**src/rtl/core/mbrc_pkg.sv**
```systemverilog
// Shared types, constants and the CRC-16 byte update for the Modbus RTU reply checker.
// Depends on nothing; every module of the checker imports it.
`timescale 1ns / 1ps

package mbrc_pkg;

  // Bytes of one frame that enter the CRC and the length
  localparam int unsigned MAX_FRAME_BYTES = 256;
  localparam int unsigned POS_W           = $clog2(MAX_FRAME_BYTES + 1);
  localparam int unsigned FRAME_LEN_W     = 9;

  localparam logic [15:0] CRC_INIT     = 16'hFFFF;
  localparam logic [15:0] CRC_POLY     = 16'hA001;
  localparam logic [15:0] CRC_RESIDUE  = 16'h0000;
  localparam logic [6:0]  MAX_REGS     = 7'd125;
  localparam int unsigned MIN_FRAME    = 4;
  // Address, function and byte count ahead of the data, CRC after it
  localparam int unsigned HDR_CRC_BYTES = 5;

  // Configuration register indexes
  typedef enum logic [1:0] {
    CFG_SLAVE_ADDRESS     = 2'd0,
    CFG_EXPECTED_FUNCTION = 2'd1,
    CFG_BYTE_COUNT_CHECK  = 2'd2,
    CFG_REGISTER_COUNT    = 2'd3
  } cfg_index_e;

  // Frame status codes
  typedef enum logic [2:0] {
    ST_OK        = 3'd0,
    ST_LENGTH    = 3'd1,
    ST_ADDRESS   = 3'd2,
    ST_EXCEPTION = 3'd3,
    ST_FUNCTION  = 3'd4,
    ST_CRC       = 3'd5
  } status_e;

  typedef struct packed {
    logic [7:0] slave_address;
    logic [6:0] expected_function;
    logic       byte_count_check;
    logic [6:0] register_count;
  } cfg_t;

  // Frame state after the current byte has been taken in
  typedef struct packed {
    logic [15:0]      crc;
    logic [POS_W-1:0] pos;
    logic [7:0]       first_byte;
    logic [7:0]       second_byte;
    logic [7:0]       third_byte;
  } frame_t;

  // Reflected CRC-16, one byte, bit by bit
  function automatic logic [15:0] crc16_byte(input logic [15:0] crc, input logic [7:0] data);
    logic [15:0] c;
    c = crc ^ {8'h00, data};
    for (int k = 0; k < 8; k++) begin
      if (c[0]) begin
        c = (c >> 1) ^ CRC_POLY;
      end else begin
        c = c >> 1;
      end
    end
    return c;
  endfunction

endpackage

```
**src/rtl/core/mbrc_status.sv**
```systemverilog
// Frame-end status decision: ordered checks over the finished frame state.
// Depends on mbrc_pkg for cfg_t, frame_t and the status codes.
`timescale 1ns / 1ps

module mbrc_status (
  input  mbrc_pkg::cfg_t    cfg_i,
  input  mbrc_pkg::frame_t  frame_i,
  output mbrc_pkg::status_e status_o
);
  import mbrc_pkg::*;

  localparam int unsigned CMP_W = (POS_W > 9) ? POS_W : 9;

  logic [CMP_W-1:0] len;
  logic [CMP_W-1:0] need_len;
  logic [7:0]       data_bytes;
  logic             count_bad;

  assign len        = CMP_W'(frame_i.pos);
  assign data_bytes = {cfg_i.register_count, 1'b0};
  assign need_len   = CMP_W'(data_bytes) + CMP_W'(HDR_CRC_BYTES);
  assign count_bad  = (cfg_i.register_count == 7'd0) ||
                      (cfg_i.register_count > MAX_REGS);

  // First failing check wins
  always_comb begin
    priority if (len < CMP_W'(MIN_FRAME)) begin
      status_o = ST_LENGTH;
    end else if (frame_i.first_byte != cfg_i.slave_address) begin
      status_o = ST_ADDRESS;
    end else if (frame_i.second_byte[7]) begin
      status_o = ST_EXCEPTION;
    end else if (frame_i.second_byte[6:0] != cfg_i.expected_function) begin
      status_o = ST_FUNCTION;
    end else if (frame_i.crc != CRC_RESIDUE) begin
      status_o = ST_CRC;
    end else if (cfg_i.byte_count_check &&
                 (count_bad || (len < need_len) || (frame_i.third_byte != data_bytes))) begin
      status_o = ST_LENGTH;
    end else begin
      status_o = ST_OK;
    end
  end

endmodule

```
**config.mk**
```make
export PLATFORM = sky130hd
export DESIGN_NAME = mbrc_status
export DESIGN_NICKNAME = d
export VERILOG_FILES = /design/src/rtl/core/mbrc_pkg.sv /design/src/rtl/core/mbrc_status.sv
export SDC_FILE = /design/constraint.sdc
export NUM_CORES = 1
export LEC_CHECK = 0
export BUFFER_PORTS_ARGS = -buffer_cell sky130_fd_sc_hd__buf_2
export CORE_UTILIZATION = 39
export DETAILED_ROUTE_END_ITERATION = 6
export PLACE_DENSITY = 0.93
export SLEW_MARGIN = 0
export SYNTH_ARGS = -nofsm -noshare
export SYNTH_HDL_FRONTEND = slang
export SYNTH_SLANG_ARGS = --single-unit
```
**constraint.sdc**
```tcl
create_clock -name vclk -period 7.2
set_input_delay 1.44 -clock vclk [all_inputs]
set_output_delay 1.44 -clock vclk [all_outputs]
set_load 0.1 [all_outputs]
```
# --- After elaboration in Yosys (flattened, before gate mapping) ---
# Index checks and enable logic that the tools add are counted.
op_classes:
  addsub: 1
  order_cmp: 3
  eq_ne: 3
  mux: 6
  n_reduce_logical: 6
op_table:
  columns: ["cell", "count"]
  rows:
  - ["$ne A8 B8 Y1", 2]
  - ["$reduce_bool A16 Y1", 1]
  - ["$mux W3", 5]
  - ["$add A8 B3 Y9 const B", 1]
  - ["$lt A9 B3 Y1 const B", 1]
  - ["$lt A9 B9 Y1", 1]
  - ["$gt A7 B7 Y1 const B", 1]
  - ["$logic_not A7 Y1", 1]
  - ["$ne A7 B7 Y1", 1]
  - ["$logic_or A1 B1 Y1", 3]
  - ["$logic_and A1 B1 Y1", 1]
  - ["$mux W1", 1]
totals:
  reg_bits: 0
  inputBits: 72
  wordCells: 19

# --- Logic depth before layout (Yosys ltp) ---
logic_depth:
  depth_word: 11
  depth_mapped: 10

# --- Least setup slack after synthesis ---
# OpenSTA, ideal clock, no wires.
synth_path:
  path_type: "in2out"
  start: "in cfg_i[19] in the netlist's numbering"
  end: "out status_o[2]"
  arrival_ps: 4821
  setup_slack_ps: 939
  path_stages: 4
  cell_sequence: "xor2_1 nor4_1 nand2_1 nor4_1"
synth_via:
  elab_chain_len: 3
synth_rtl:
  columns: ["element", "line", "source"]
  rows:
  - ["start: declaration", "mbrc_status.sv:6", "input mbrc_pkg::cfg_t cfg_i,"]
  - ["$ne A8 B8 Y1", "mbrc_status.sv:29", "end else if (frame_i.first_byte != cfg_i.slave_address) begin"]
  - ["$mux W3", "mbrc_status.sv:29", null]
  - ["$mux W3", "mbrc_status.sv:27", "priority if (len < CMP_W'(MIN_FRAME)) begin"]
  - ["end: declaration", "mbrc_status.sv:8", "output mbrc_pkg::status_e status_o"]
# Every way passes these cells.

# --- Worst setup path after layout ---
layout_path:
  start: "in cfg_i[3] in the netlist's numbering"
  end: "out status_o[0]"
layout_via:
  elab_chain_len: 11
layout_rtl:
  columns: ["element", "line", "source"]
  rows:
  - ["$add A8 B3 Y9 (tied with other cells)", "mbrc_status.sv:21", "assign need_len = CMP_W'(data_bytes) + CMP_W'(HDR_CRC_BYTES);"]
  - ["$lt A9 B9 Y1 or $logic_or A1 B1 Y1 (tied branches)", "mbrc_status.sv:38, mbrc_status.sv:22", null]
  - ["$logic_or A1 B1 Y1", "mbrc_status.sv:38", "(count_bad || (len < need_len) || (frame_i.third_byte != data_bytes))) begin"]
  - ["$logic_or A1 B1 Y1 *", "mbrc_status.sv:38", null]
  - ["$logic_and A1 B1 Y1 *", "mbrc_status.sv:37", "end else if (cfg_i.byte_count_check &&"]
  - ["$mux W1 *", "mbrc_status.sv:37", null]
  - ["$mux W3 *", "mbrc_status.sv:35", "end else if (frame_i.crc != CRC_RESIDUE) begin"]
  - ["$mux W3 *", "mbrc_status.sv:33", "end else if (frame_i.second_byte[6:0] != cfg_i.expected_function) begin"]
  - ["$mux W3 *", "mbrc_status.sv:31", "end else if (frame_i.second_byte[7]) begin"]
  - ["$mux W3 *", "mbrc_status.sv:29", null]
  - ["$mux W3 *", "mbrc_status.sv:27", null]
# Every way passes the cells marked *; elsewhere a longest branch is shown, timed or not.

==> out/results.tsv <==
metric	value	unit
run_status	finished clean	
share_seq_of_total_power	0	%
mapped_cell_area	661	sq um
comb_power_share	100.0	%
synthTopCellsByArea	xor2_1 (21%), ha_1 (19%), xnor2_1 (11%), nor4_1 (8.5%), nand4_1 (4.7%)	
post_drt_via_cell_ratio	5.42	
reported_net_switching_power	24.1	uW
pre_cts_ws	2170	ps
antenna-diode-count	0	
coreArea	1540	sq um
critPathKind	primary input to output port	
cp.arrival	3590	ps
number_of_nets_in_the_final_layout	245	
fin_total_pwr	51.9	uW
p_leak	0.000548	uW
dp.final_hpwl	1960	microns
tightestPinTransition	492	ps
synth.lib_cells_used.distinct	26	
grt_pass1_vias	902	
layout_setup_ws	2170	ps
drive_above_1_share	48.4	%
finalSetupViolCount	0	
multi_input_area	641	sq um
worst_hold_path_type	primary input to output port	
track_usage	23.3	%
drc_violations	0	
routed_wire_per_std_cell	12.1	microns
synth.net_count	169	
synth_top_area_share	21.2	%
pin_count	75	
postSynthAreaPerCell	7.59	sq um
min_period	5030	ps
synth_sequential_area_ratio	0	%
fin_crit_sh	69.8	%
place.port_buffers	75	
ir_worst_vdd	0.0271	mV
detailed_routed_wire_length_on_met3	157	microns
cp-end-kind	output port	
initial_antenna_violation_count	0	
ys.warnings.count	0	
finalHoldViolations	0	
syn-instance-count	87	
cellPowerDensity	49.4	nW/um^2
rsz_0062_raised_after_global_routing	no	
detailed_route_iter0_violations	9	
detail-route-antenna-nets	0	
dieArea	1860	sq um
vias	959	
p_int	27.8	uW
slew_headroom	67.4	%
post_synthesis_to_final_layout_area_growth	59.1	%
first_pass_grt_wire_length	3470	microns
ctsHoldBuffers	0	
utilization	68.2	%
netSwitchingFraction	46.5	%
worst-endpoint-required	5760	ps
seqCellArea	0	sq um
crit_path_start_kind	primary input	
fillerInstances	129	
wl_met2	1160	microns
share_clk_of_total_power	0	%
top_layer_used	met4	
wire_length_after_detailed_routing	2140	microns
design.seq.count	0	
synth_area_leader_cell	xor2_1	
setup_total_negative_slack	0	ps
maxCapViolations	0	
met1_length	780	microns
gp_congestion	0.832	
grt_start_max_net_pins	8	
placement_rows	14	
grt_overflow	0	
die_width	43.2	microns
initial_core_util	42.9	%
final-max-slew-violation-count	0	
dieHeight	43.2	microns
post-cts-setup-buffer-count	0	
cts_repair_resize_count	0	
max_freq	199	MHz
clockBufferCount	0	
crit_path_max_fanout	7	
drt_first_pass_iters	4	
## Yosys cell counts
master     count
xor2_1        16
ha_1          10
nor4_1         9
xnor2_1        8
nand3_1        5
nand4_1        5
nor2_1         5
a21oi_1        4
inv_1          4
nor3_1         3
a21o_1         2
nand2_1        2
a2111oi_0      1
a221o_1        1
a31oi_1        1
and2_1         1
and3_1         1
and4_1         1
buf_2          1
nand3b_1       1
nor4_4         1
o21ai_0        1
o221a_2        1
o22ai_1        1
or4_1          1
or4_4          1
## placed cells by master (no fill, tap or decap), drive strengths merged
master	netlist	routed
and4	1	1
xor2	16	16
o22ai	1	1
inv	4	4
o21ai	1	1
nor2	5	5
nand4	5	5
nor4	10	10
and2	1	1
a2111oi	1	1
nor3	3	3
buf	1	75
ha	10	10
or4	2	2
xnor2	8	8
nand2	2	2
nand3	5	5
o221a	1	1
and3	1	1
a21oi	4	4
a221o	1	1
nand3b	1	1
a31oi	1	1
a21o	2	2
## per-stage QoR
stage	hold WS [ps]	instances	area, sq um
floorplan	3240	87	661
global placement	3330	177	1050
detailed placement	3340	177	1050
CTS	3340	177	1050
global route	3370	177	1050
finish	3340	177	1050
## per-layer routing
layer,vias to the layer above,global-route usage [%]
li1,483,-
met1,419,23.8
met4,0,6.06
met3,4,2.98
met2,53,47.5
met5,-,0
## cells by family after synthesis
family | Yosys count | share of synthesized area, %
AO/OA/AOI/OAI | 12 | 12.5
buffers and inverters | 5 | 3.03
XOR/XNOR | 24 | 31.8
adder cells (fa/ha/maj) | 10 | 18.9
AND/OR/NAND/NOR | 36 | 33.7
## final timing paths
path              slack, ps  cells after the start        start     endpoint
hold / removal         3340                      3  frame_i[15]  status_o[2]
setup / recovery       2170                     10     cfg_i[3]  status_o[0]
## power by group through the flow
stage	sequential [uW]	combinational, uW	clock, uW
2_1_floorplan	0	23.0	0
3_3_place_gp	0	48.9	0
3_5_place_dp	0	51.9	0
4_1_cts	0	52.0	0
5_1_grt	0	57.5	0
6_report	0	51.9	0
## layout make-up
type               count  share of cell area (%)
multi-input cells     82                    61.0
repair buffers        75                    35.7
well taps             16                    1.90
inverters              4                    1.43
## worst max-delay path, cell delays in order
cell	delay, ps
buf_2	160
and3_1	230
nand3_1	130
xor2_1	180
ha_1	320
and4_1	200
o21ai_0	90
a2111oi_0	410
a21oi_1	110
buf_2	310
Power figures use the tool's default switching activity.
